===== src/hdl/position_history_ghost_interpolator_core_macros.svh =====
// ----------------------------------------------------------------------------
// Assertion macros for the ghost interpolator
// Concurrent check helpers sampled on a clock with an active-low reset.
// ----------------------------------------------------------------------------
`ifndef POSITION_HISTORY_GHOST_INTERPOLATOR_CORE_MACROS_SVH
`define POSITION_HISTORY_GHOST_INTERPOLATOR_CORE_MACROS_SVH

// Same-cycle implication
`define PHGI_ASSERT_IMPL(label, clk, rst_n, ante, cons, msg) \
	label: assert property (@(posedge clk) disable iff (!rst_n) (ante) |-> (cons)) \
		else $error(msg);

// Next-cycle implication
`define PHGI_ASSERT_NEXT(label, clk, rst_n, ante, cons, msg) \
	label: assert property (@(posedge clk) disable iff (!rst_n) (ante) |=> (cons)) \
		else $error(msg);

`endif


===== src/hdl/phgi_pkg.sv =====
// ----------------------------------------------------------------------------
// phgi_pkg
// Shared types and codes for the position history ghost interpolator.
// ----------------------------------------------------------------------------
package phgi_pkg;

	// Operation codes of an input item
	localparam logic OP_RECORD = 1'b0;
	localparam logic OP_QUERY  = 1'b1;

	// Register indexes on the configuration port
	localparam logic [1:0] REG_GHOST_COUNT = 2'd0;
	localparam logic [1:0] REG_TRAIL       = 2'd1;
	localparam logic [1:0] REG_BASE_OPAC   = 2'd2;

	localparam int MAX_GHOSTS = 64;

	// Divider operand widths
	localparam int DIV_NW = 48;
	localparam int DIV_DW = 32;

	typedef struct packed {
		logic               operation;
		logic signed [15:0] pos_x;
		logic signed [15:0] pos_y;
		logic [31:0]        time_us;
	} in_item_t;

	typedef struct packed {
		logic [5:0]         ghost_index;
		logic signed [15:0] ghost_x;
		logic signed [15:0] ghost_y;
		logic [7:0]         opacity;
		logic               last;
	} out_item_t;

	// One history entry as held in memory
	typedef struct packed {
		logic signed [15:0] x;
		logic signed [15:0] y;
		logic [31:0]        t;
	} hist_entry_t;

endpackage


===== src/hdl/phgi_div.sv =====
// ----------------------------------------------------------------------------
// phgi_div
// Restoring unsigned divider, one quotient bit per cycle.
// ----------------------------------------------------------------------------
module phgi_div (
	input  logic                          clk,
	input  logic                          arst_n,
	input  logic                          start,
	input  logic [phgi_pkg::DIV_NW-1:0]   dividend,
	input  logic [phgi_pkg::DIV_DW-1:0]   divisor,
	output logic                          done,
	output logic [phgi_pkg::DIV_NW-1:0]   quotient
);
	import phgi_pkg::*;

	localparam int CW = $clog2(DIV_NW + 1);

	logic [DIV_NW-1:0] num_q;
	logic [DIV_DW-1:0] den_q;
	logic [DIV_DW:0]   rem_q;
	logic [CW-1:0]     cnt_q;
	logic              busy_q;
	logic [DIV_DW:0]   rem_sh;
	logic [DIV_DW:0]   rem_sub;
	logic              take;

	// Shift in the next dividend bit and trial-subtract
	always_comb begin
		rem_sh  = {rem_q[DIV_DW-1:0], num_q[DIV_NW-1]};
		rem_sub = rem_sh - {1'b0, den_q};
		take    = rem_sh >= {1'b0, den_q};
	end

	always_ff @(posedge clk or negedge arst_n) begin
		if (!arst_n) begin
			busy_q <= 1'b0;
			cnt_q  <= '0;
			done   <= 1'b0;
		end else begin
			done <= 1'b0;
			if (start) begin
				busy_q <= 1'b1;
				cnt_q  <= '0;
			end else if (busy_q) begin
				cnt_q <= cnt_q + 1'b1;
				if (cnt_q == CW'(DIV_NW - 1)) begin
					busy_q <= 1'b0;
					done   <= 1'b1;
				end
			end
		end
	end

	// Datapath: dividend register turns into the quotient
	always_ff @(posedge clk) begin
		if (start) begin
			num_q <= dividend;
			den_q <= divisor;
			rem_q <= '0;
		end else if (busy_q) begin
			rem_q <= take ? rem_sub : rem_sh;
			num_q <= {num_q[DIV_NW-2:0], take};
		end
	end

	assign quotient = num_q;

endmodule


===== config.mk =====
export PLATFORM = sky130hd
export DESIGN_NAME = phgi_div
export DESIGN_NICKNAME = d
export VERILOG_FILES = /design/src/hdl/position_history_ghost_interpolator_core_macros.svh /design/src/hdl/phgi_pkg.sv /design/src/hdl/phgi_div.sv
export SDC_FILE = /design/constraint.sdc
export NUM_CORES = 1
export LEC_CHECK = 0
export ABC_AREA = 1
export BUFFER_PORTS_ARGS = -buffer_cell sky130_fd_sc_hd__clkbuf_2
export CAP_MARGIN = 25
export CELL_PAD_IN_SITES_DETAIL_PLACEMENT = 1
export CELL_PAD_IN_SITES_GLOBAL_PLACEMENT = 1
export CORE_UTILIZATION = 42
export CTS_BUF_LIST = sky130_fd_sc_hd__clkbuf_2
export CTS_CLUSTER_SIZE = 14
export DETAILED_ROUTE_END_ITERATION = 6
export PLACE_DENSITY_LB_ADDON = 0.12
export SYNTH_ARGS = -nofsm -noshare
export SYNTH_HDL_FRONTEND = slang
export SYNTH_SLANG_ARGS = --single-unit
export TNS_END_PERCENT = 50

===== constraint.sdc =====
create_clock -name clk -period 3.68 [get_ports clk]
set_input_delay 0.184 -clock clk [delete_from_list [all_inputs] [get_ports clk]]
set_output_delay 0.184 -clock clk [all_outputs]
set_load 0.02 [all_outputs]

==> results.yml, run 1 <==
outcome:
  status: "finished, final reports clean"
clocking:
  clkSinkCount: 120
  cts_made_buffers: 17
  clockBufferDepth: 2
  cts-resized-gates: 0
  cts_max_level: 4
  clkLatencyLatePin_ps: 780
  cts.clk_slew.worst_paths_ps: 250
  cts_tree: "yes"
  root_buffer: "clkbuf_2"
place:
  dp_hpwl_mm: 15.74
  gp_congestion: 0.8989
  io_buffers: 131
  place_ws_ps: 965.9
logic_synthesis:
  synth-edff-count: 80
  yosysSeqAreaShare: 0.4374
  ys_types: 35
  synth_nets: 1149
  syn_inst: 1032
  netlist_area_mm2: 0.007415
  synthArstFlopShare: 0.06667
  ys.flop_type: "edfxtp_1"
  yosys_warnings: 0
  syn_area_per_cell_um2: 7.185
  ys_ff_latch: 120
finish:
  multi_input_area_mm2: 0.003412
  syn_to_final_growth_pct: 26.80
  mostFrequentLayoutCells: "447 x nand2_1, 165 x inv_1, 148 x clkbuf_2, 90 x dlygate4sd3_1, 80 x edfxtp_1"
  post-route-util: 0.5435
  nFillCells: 2276
  drive_above_1_share: 0.1462
  seq_area_mm2: 0.003243
  nets: 1369
  final_common_cell: "nand2_1"
pwr:
  power_w: 0.005897
  power_leakage_nw: 5.025
  power.ir.vdd_worst_mv: 0.2442
  power.density_mw_per_mm2: 627.2
floorplanning:
  start_util: 0.4287
  row_count: 48
  die_x_um: 134.9
  die_area_mm2: 0.01819
  ios: 132
  dieHeight_um: 134.9
  coreArea_mm2: 0.01730
sta:
  max-slew-margin-rel: 0.3875
  finalHoldViolCount: 0
  timing.final.ws_setup_ps: 932.9
  drv_slew: 0
  tightestPinTransition_ps: 916.5
  fin_tns_setup_ps: 0
  skew_ps: 46.49
  finalSetupViolations: 0
  max_freq_mhz: 364.0
  rsz0062_at_grt: "no"
  fin_crit_sh: 0.7465
  period_needed_ps: 2747
critical_path:
  crit_required_ps: 4400
  critPathArrivalTime_ps: 3460
  reg2regPathDepth: 12
  crit_type: "reg -> reg"
  crit_slowest_cell: "dfxtp_1"
  critical_path.most_common_cell: "nand2_1"
  worstSetupStartpointType: "register"
  rrSetupSlack_ps: 930
  critical_path.cell_chain: "ha_1, nand2_1, nor2_1, nand2_1, nor2_2, nand2_1, nand2_2, a21oi_4, nand2_4, nand2_1, nand3_1, o21ai_1"
  cp_max_fo: 31
  endpoint_kind: "register"
  r2r-start: "rem_q[21]$_SDFFE_PP0P_"
  cpLargestDelayFamily: "simple AND/OR/NAND/NOR gates"
  cp_num_buf_inv: 0
  r2r_end: "rem_q[18]$_SDFFE_PP0P_"
  critPathMaxStageDelay_ps: 480
grt:
  gr-total-overflow: 0
  grt_start_max_net_pins: 62
  antenna_found_initial: 2
  grt_pass1_vias: 7924
  grt_first_pass_wirelength_mm: 40.90
  grt.total_usage: 0.2918
drt:
  wl_per_cell_um: 16.85
  first_pass_iters: 6
  drtAntennaViolNets: 0
  first_iter_violations: 398
  route.detailed.drc: 0
  vias: 7444
  wirelength_mm: 25.14
  drt-vias-per-instance: 4.989
hold_path:
  hold_class: "in -> reg"
  hold_path.startpoint: "divisor[29]"
  min_to: "den_q[29]$_DFFE_PP_"
  min_path_cells: 2
run:
  cap_viol_max_count: 0
## routing by layer
layer  part of all wire  global-route usage  wire length [µm]  up-vias
li1                   -                   -                 -     3651
met1               0.45              0.3679             11190     3538
met2               0.48              0.4934             12100      207
met3              0.050             0.05818              1259       48
met4              0.023              0.1080               590        0
met5                  0                   0                 0        -
## worst max path at each step
| stage | start | endpoint | slack [ps] | cells past startpoint |
|---|---|---|---|---|
| 2_1_floorplan | busy_q$_DFF_PN0_ | quotient[0]$_DFFE_PP_ | 1000 | 3 |
| 3_3_place_gp | den_q[24]$_DFFE_PP_ | rem_q[15]$_SDFFE_PP0P_ | 1070 | 15 |
| 3_5_place_dp | den_q[24]$_DFFE_PP_ | rem_q[18]$_SDFFE_PP0P_ | 970 | 15 |
| 4_1_cts | rem_q[21]$_SDFFE_PP0P_ | rem_q[13]$_SDFFE_PP0P_ | 930 | 12 |
| 5_1_grt | den_q[8]$_DFFE_PP_ | rem_q[18]$_SDFFE_PP0P_ | 710 | 13 |
| 6_report | rem_q[21]$_SDFFE_PP0P_ | rem_q[18]$_SDFFE_PP0P_ | 930 | 12 |
## stage by stage
stage | hold slack, ps | cell area, µm² | std cells
floorplan | -111.6 | 7415 | 1032
global placement | 44.74 | 8267 | 1368
detailed placement | 39.37 | 8267 | 1368
CTS | 86.52 | 9397 | 1490
global route | 81.75 | 9402 | 1492
finish | 130.1 | 9402 | 1492
## report_power, final
part           internal, W  switching, W
Sequential         0.00170      0.000164
Combinational      0.00110       0.00201
Clock             0.000267      0.000653
## Yosys cell counts, types with 10 or more instances
master,n,area share
clkbuf_1,13,0.0066
nor2_1,49,0.025
nand3_1,73,0.049
nor3_1,10,0.0068
ha_1,33,0.056
edfxtp_1,80,0.32
xnor2_1,13,0.015
o21ai_1,16,0.011
a21oi_1,24,0.016
nand3b_1,22,0.022
inv_1,166,0.084
dfxtp_1,32,0.086
nand2_1,447,0.23
## registers in the layout, indices dropped and copies added (netlist names)
| name | flops |
|---|---|
| done | 1 |
| cnt_q | 6 |
| busy_q | 1 |
| quotient | 48 |
| den_q | 32 |
| rem_q | 32 |
## logic make-up after synthesis
| logic type | count (synthesis) | synth area share |
|---|---|---|
| simple gates | 617 | 0.3453 |
| buf+inv | 194 | 0.1034 |
| flops | 120 | 0.4374 |
| compound gates | 53 | 0.03898 |
| fa+ha+maj | 34 | 0.05839 |
| xor+xnor | 14 | 0.01654 |
## worst register-to-register path, stage by stage, from the launching register on
cell and delay [ps]:
dfxtp_1 480, ha_1 350, nand2_1 170, nor2_1 80, nand2_1 90, nor2_2 60
nand2_1 100, nand2_2 80, a21oi_4 480, nand2_4 400, nand2_1 190, nand3_1 90
o21ai_1 140
## area by class of cell
cell class,count,share of cell area
multi-input combinational,718,0.3629
sequential,120,0.3450
timing repair buffer,226,0.1698
inverter,169,0.06747
tap,225,0.02994
clock inverter,14,0.01477
clock buffer,18,0.009582
antenna,2,0.0005323
## repair_timing
action,4_1_cts,5_1_grt
hold buffers,90,0
buffers inserted,0,0
endpoints found under the hold margin,100,0
setup endpoints to repair,0,0
Note: power is estimated with default switching activity, not from simulation.
==> run 2: changes to the inputs <==
--- a/config.mk
+++ b/config.mk
@@ -10,7 +10,7 @@
 export CAP_MARGIN = 25
 export CELL_PAD_IN_SITES_DETAIL_PLACEMENT = 1
 export CELL_PAD_IN_SITES_GLOBAL_PLACEMENT = 1
-export CORE_UTILIZATION = 42
+export CORE_UTILIZATION = 38
 export CTS_BUF_LIST = sky130_fd_sc_hd__clkbuf_2
 export CTS_CLUSTER_SIZE = 14
 export DETAILED_ROUTE_END_ITERATION = 6
==> constraint.sdc (replaced) <==
create_clock -name clk -period 2.5 [get_ports clk]
set_input_delay 0.125 -clock clk [delete_from_list [all_inputs] [get_ports clk]]
set_output_delay 0.125 -clock clk [all_outputs]
set_load 0.02 [all_outputs]
==> results.yml, run 2 (synthesis gave the netlist of run 1 again) <==
outcome:
  status: "finished, final reports clean"
clocking:
  clockBufferDepth: 2
  clkLatencyLatePin_ps: 760
  cts_max_level: 4
  cts.clk_slew.worst_paths_ps: 240
  cts_tree: "yes"
  cts_made_buffers: 17
  root_buffer: "clkbuf_2"
  clkSinkCount: 120
finish:
  postLayoutCellArea_mm2: 0.009781
  largest_register_ffs: 48
  drive_above_1_share: 0.1595
  finalNonFillerCells: 1559
  syn_to_final_growth_pct: 31.91
  mostFrequentLayoutCells: "446 x nand2_1, 165 x inv_1, 148 x clkbuf_2, 106 x dlygate4sd3_1, 80 x edfxtp_1"
  nFillCells: 2474
  nets: 1402
  final_common_cell: "nand2_1"
sta:
  fin_crit_sh: 0.9494
  skew_ps: 46.80
  period_needed_ps: 2373
  drv_slew: 0
  max-slew-margin-rel: 0.5925
  tightestPinTransition_ps: 606.6
  finalHoldViolCount: 0
  finalSetupViolations: 0
  holdWs_ps: 60.70
  max_freq_mhz: 421.3
critical_path:
  critPathArrivalTime_ps: 3060
  crit_required_ps: 3190
  critPathMaxStageDelay_ps: 430
  cp_num_buf_inv: 2
  critical_path.cell_chain: "inv_1, ha_1, inv_1, fa_2, nand3_1, nand3_2, nand3_1, nand3_1, nand2_1, nand2_1, nand2_1, nand2_1, nand2_1, nand3_1, nand2_1"
  cpLargestDelayFamily: "simple AND/OR/NAND/NOR gates"
  cp_max_fo: 4
  reg2regPathDepth: 15
  crit_type: "reg -> reg"
  endpoint_kind: "register"
  critical_path.most_common_cell: "nand2_1"
  worstSetupStartpointType: "register"
  r2r-start: "quotient[47]$_DFFE_PP_"
  crit_slowest_cell: "edfxtp_1"
  rrSetupSlack_ps: 130
  r2r_end: "rem_q[28]$_SDFFE_PP0P_"
hold_path:
  min_path_cells: 2
  hold_class: "in -> reg"
  min_to: "den_q[22]$_DFFE_PP_"
  hold_path.startpoint: "divisor[22]"
drt:
  vias: 7522
  drtAntennaViolNets: 0
  first_pass_iters: 6
  wirelength_mm: 25.51
  route.detailed.drc: 0
  first_iter_violations: 341
  wl_per_cell_um: 16.36
  drt-vias-per-instance: 4.825
floorplanning:
  die_area_mm2: 0.02007
  dieHeight_um: 141.7
  coreArea_mm2: 0.01889
  die_x_um: 141.7
  row_count: 50
  ios: 132
  start_util: 0.3925
place:
  gp_congestion: 0.9104
  dp.cells: 1416
  dp_hpwl_mm: 17.07
  io_buffers: 131
  placed_cell_area_mm2: 0.008446
pwr:
  power.ir.vdd_worst_mv: 0.3480
  power_leakage_nw: 5.170
  power_w: 0.008900
  power.density_mw_per_mm2: 910.0
run:
  cap_viol_max_count: 0
grt:
  grt.total_usage: 0.2688
  grt_start_max_net_pins: 50
  gr-total-overflow: 0
  antenna_found_initial: 1
  grt_first_pass_wirelength_mm: 41.12
  grt_pass1_vias: 8030
==> run 2: cell type report <==
type	count	area, µm²	area share
Multi-Input combinational cell	718	3436	0.3513
Antenna cell	1	2.502	0.0002559
Sequential cell	120	3243	0.3316
Tap cell	260	325.3	0.03326
Clock inverter	14	123.9	0.01266
Clock buffer	18	90.09	0.009211
Timing Repair Buffer	259	1926	0.1969
Inverter	169	634.4	0.06486
==> run 2: worst max-delay path by stage <==
stage	start	to	slack [ps]	cells past startpoint
2_1_floorplan	quotient[47]$_DFFE_PP_	rem_q[30]$_SDFFE_PP0P_	360	16
3_3_place_gp	quotient[47]$_DFFE_PP_	rem_q[30]$_SDFFE_PP0P_	30	16
3_5_place_dp	quotient[47]$_DFFE_PP_	rem_q[30]$_SDFFE_PP0P_	-20	16
4_1_cts	quotient[47]$_DFFE_PP_	rem_q[16]$_SDFFE_PP0P_	0.03	15
5_1_grt	quotient[47]$_DFFE_PP_	rem_q[28]$_SDFFE_PP0P_	-20	15
6_report	quotient[47]$_DFFE_PP_	rem_q[28]$_SDFFE_PP0P_	130	15
==> run 2: metal layers <==
layer / part of all wire / wire length, µm / GRT usage
met1: 0.44 / 11260 / 0.3342
met2: 0.48 / 12260 / 0.4623
met3: 0.052 / 1320 / 0.04725
met4: 0.026 / 675 / 0.1058
met5: 0 / 0 / 0
==> run 2: power breakdown <==
| part | total (W) | internal (W) | switching [W] |
|---|---|---|---|
| clock | 0.00127 | 0.000367 | 0.000898 |
| combinational | 0.00489 | 0.00186 | 0.00304 |
| sequential | 0.00274 | 0.00250 | 0.000240 |
==> run 2: what timing repair did <==
item,in CTS,in global routing
setup buffers,0,4
endpoints found under the hold margin,102,0
setup endpoints to repair,3,19
cloned,0,0
pin swaps,0,2
gates resized for setup,2,5
hold buffers,106,0
==> run 2: worst reg2reg max path: cells and delay by family (launching register included) <==
family | cells | cell delay, ps
flip-flops | 1 | 430
buffers and inverters | 2 | 190
adder cells (fa/ha/maj) | 2 | 570
AND/OR/NAND/NOR | 11 | 1140
==> run 2: per-stage QoR <==
step / TNS, ps / util / setup WS [ps]
global route: -39.48 / 0.5177 / -19.56
floorplan: 0 / - / 360.0
global placement: 0 / 0.4470 / 27.65
finish: 0 / 0.5177 / 126.6
CTS: 0 / 0.5148 / 0.03153
detailed placement: -22.04 / 0.4470 / -22.04
==> run 3: changes to the inputs <==
--- a/config.mk
+++ b/config.mk
@@ -7,7 +7,6 @@
 export LEC_CHECK = 0
 export ABC_AREA = 1
 export BUFFER_PORTS_ARGS = -buffer_cell sky130_fd_sc_hd__clkbuf_2
-export CAP_MARGIN = 25
 export CELL_PAD_IN_SITES_DETAIL_PLACEMENT = 1
 export CELL_PAD_IN_SITES_GLOBAL_PLACEMENT = 1
 export CORE_UTILIZATION = 38
==> constraint.sdc (replaced) <==
create_clock -name clk -period 2.5 [get_ports clk]
set_input_delay 0.5 -clock clk [delete_from_list [all_inputs] [get_ports clk]]
set_output_delay 0.5 -clock clk [all_outputs]
set_load 0.02 [all_outputs]
==> results.yml, run 3 (synthesis gave the netlist of run 1 again) <==
outcome:
  status: "finished, final reports clean"
hold_path:
  min_path_cells: 3
  hold_class: "in -> reg"
sta:
  max_freq_mhz: 425.3
  fin_tns_setup_ps: 0
  period_needed_ps: 2351
  timing.final.ws_setup_ps: 148.6
  finalSetupViolations: 0
  rsz0062_at_grt: "no"
  finalHoldViolCount: 0
  max-slew-margin-rel: 0.6567
  fin_crit_sh: 0.9406
  drv_slew: 0
  holdWs_ps: 44.99
  tightestPinTransition_ps: 515.0
  skew_ps: 52.96
floorplanning:
  die_area_mm2: 0.02007
  ios: 132
  dieHeight_um: 141.7
  start_util: 0.3925
  row_count: 50
  die_x_um: 141.7
  coreArea_mm2: 0.01889
drt:
  first_pass_iters: 4
  drt-vias-per-instance: 4.750
  vias: 7225
  wl_per_cell_um: 15.45
  wirelength_mm: 23.50
  drtAntennaViolNets: 0
  first_iter_violations: 329
  route.detailed.drc: 0
finish:
  multi_input_area_mm2: 0.003430
  drive_above_1_share: 0.1611
  nets: 1364
  postLayoutCellArea_mm2: 0.009512
  mostFrequentLayoutCells: "445 x nand2_1, 165 x inv_1, 148 x clkbuf_2, 80 x edfxtp_1, 72 x dlygate4sd3_1"
  largest_register_ffs: 48
  final_common_cell: "nand2_1"
  seq_area_mm2: 0.003243
  nFillCells: 2457
  syn_to_final_growth_pct: 28.28
  post-route-util: 0.5034
critical_path:
  worstSetupStartpointType: "register"
  rrSetupSlack_ps: 150
  cp_max_fo: 11
  critPathArrivalTime_ps: 2980
  endpoint_kind: "register"
  reg2regPathDepth: 13
  crit_type: "reg -> reg"
  crit_required_ps: 3130
grt:
  grt_first_pass_wirelength_mm: 37.83
  grt.total_usage: 0.2431
  antenna_found_initial: 1
  grt_pass1_vias: 7488
  grt_start_max_net_pins: 52
  gr-total-overflow: 0
clocking:
  clockBufferDepth: 2
  clkSinkCount: 120
  root_buffer: "clkbuf_2"
  cts_max_level: 4
  cts.clk_slew.worst_paths_ps: 240
  clkLatencyLatePin_ps: 770
  cts_made_buffers: 17
  cts_tree: "yes"
place:
  io_buffers: 131
  place_ws_ps: 48.82
  placed_cell_area_mm2: 0.008446
  gp_congestion: 0.8956
  dp_hpwl_mm: 16.85
pwr:
  power.density_mw_per_mm2: 968.4
  power_leakage_nw: 5.098
  power.ir.vdd_worst_mv: 0.3928
run:
  cap_viol_max_count: 0
## run 3: cell types whose count changed in the layout (fill, tap and decap cells not counted), moves of 2 or more
cell           previous run  this run
bufinv_16                 1         5
clkinvlp_4                3         1
dlygate4sd3_1           106        72
clkinv_2                  3         0
buf_4                    19        15
## run 3: what timing repair did
| action | in CTS | in global routing |
|---|---|---|
| hold buffers | 69 | 3 |
| buffers inserted | 0 | 1 |
| resized for setup | 0 | 6 |
| setup endpoints to repair | 0 | 8 |
| endpoints found under the hold margin | 76 | 3 |
## run 3: routing by layer
| layer | wire length (µm) | vias up | GRT usage |
|---|---|---|---|
| li1 | - | 3646 | - |
| met1 | 10900 | 3407 | 0.3121 |
| met2 | 11230 | 154 | 0.4164 |
| met3 | 1164 | 18 | 0.05467 |
| met4 | 200 | 0 | 0.05320 |
| met5 | 0 | - | 0 |
## run 3: critical path, cell delays in order, from the launching register on
cell,delay [ps]
edfxtp_1,390
inv_1,40
ha_1,360
nand2_1,170
nor2_1,90
nand2_1,100
nor2_2,60
nand2_1,90
nand2_2,70
a21oi_4,310
buf_4,270
nand3_1,90
nand3_1,100
o21ai_1,70
## run 3: final timing paths
path	to	startpoint
worst max-delay path	rem_q[11]$_SDFFE_PP0P_	den_q[23]$_DFFE_PP_
worst min-delay path	quotient[32]$_DFFE_PP_	dividend[32]
worst max register to register	rem_q[11]$_SDFFE_PP0P_	den_q[23]$_DFFE_PP_
worst min register to register	rem_q[28]$_SDFFE_PP0P_	rem_q[28]$_SDFFE_PP0P_
max in group asynchronous	cnt_q[0]$_DFFE_PN0P_	arst_n
min in group asynchronous	cnt_q[4]$_DFFE_PN0P_	arst_n
## run 3: where the power goes
group | internal (W) | switching [W]
Combinational | 0.00179 | 0.00302
Sequential | 0.00250 | 0.000232
Clock | 0.000775 | 0.000893
## run 3: stage by stage
step | total power [W] | std cells
after floorplan | 0.006068 | 1032
after global placement | 0.007364 | 1415
after detailed placement | 0.007452 | 1415
after CTS | 0.009222 | 1516
after global routing | 0.009996 | 1521
final | 0.009211 | 1521
## run 3: area by class of cell
class	count	share of cell area
repair buffers	221	0.1644
inverters	169	0.06669
well taps	260	0.03420
clock inverters	14	0.02341
multi-input cells	718	0.3606
flip-flops and latches	120	0.3410
clock buffers	18	0.009471
diodes	1	0.0002631
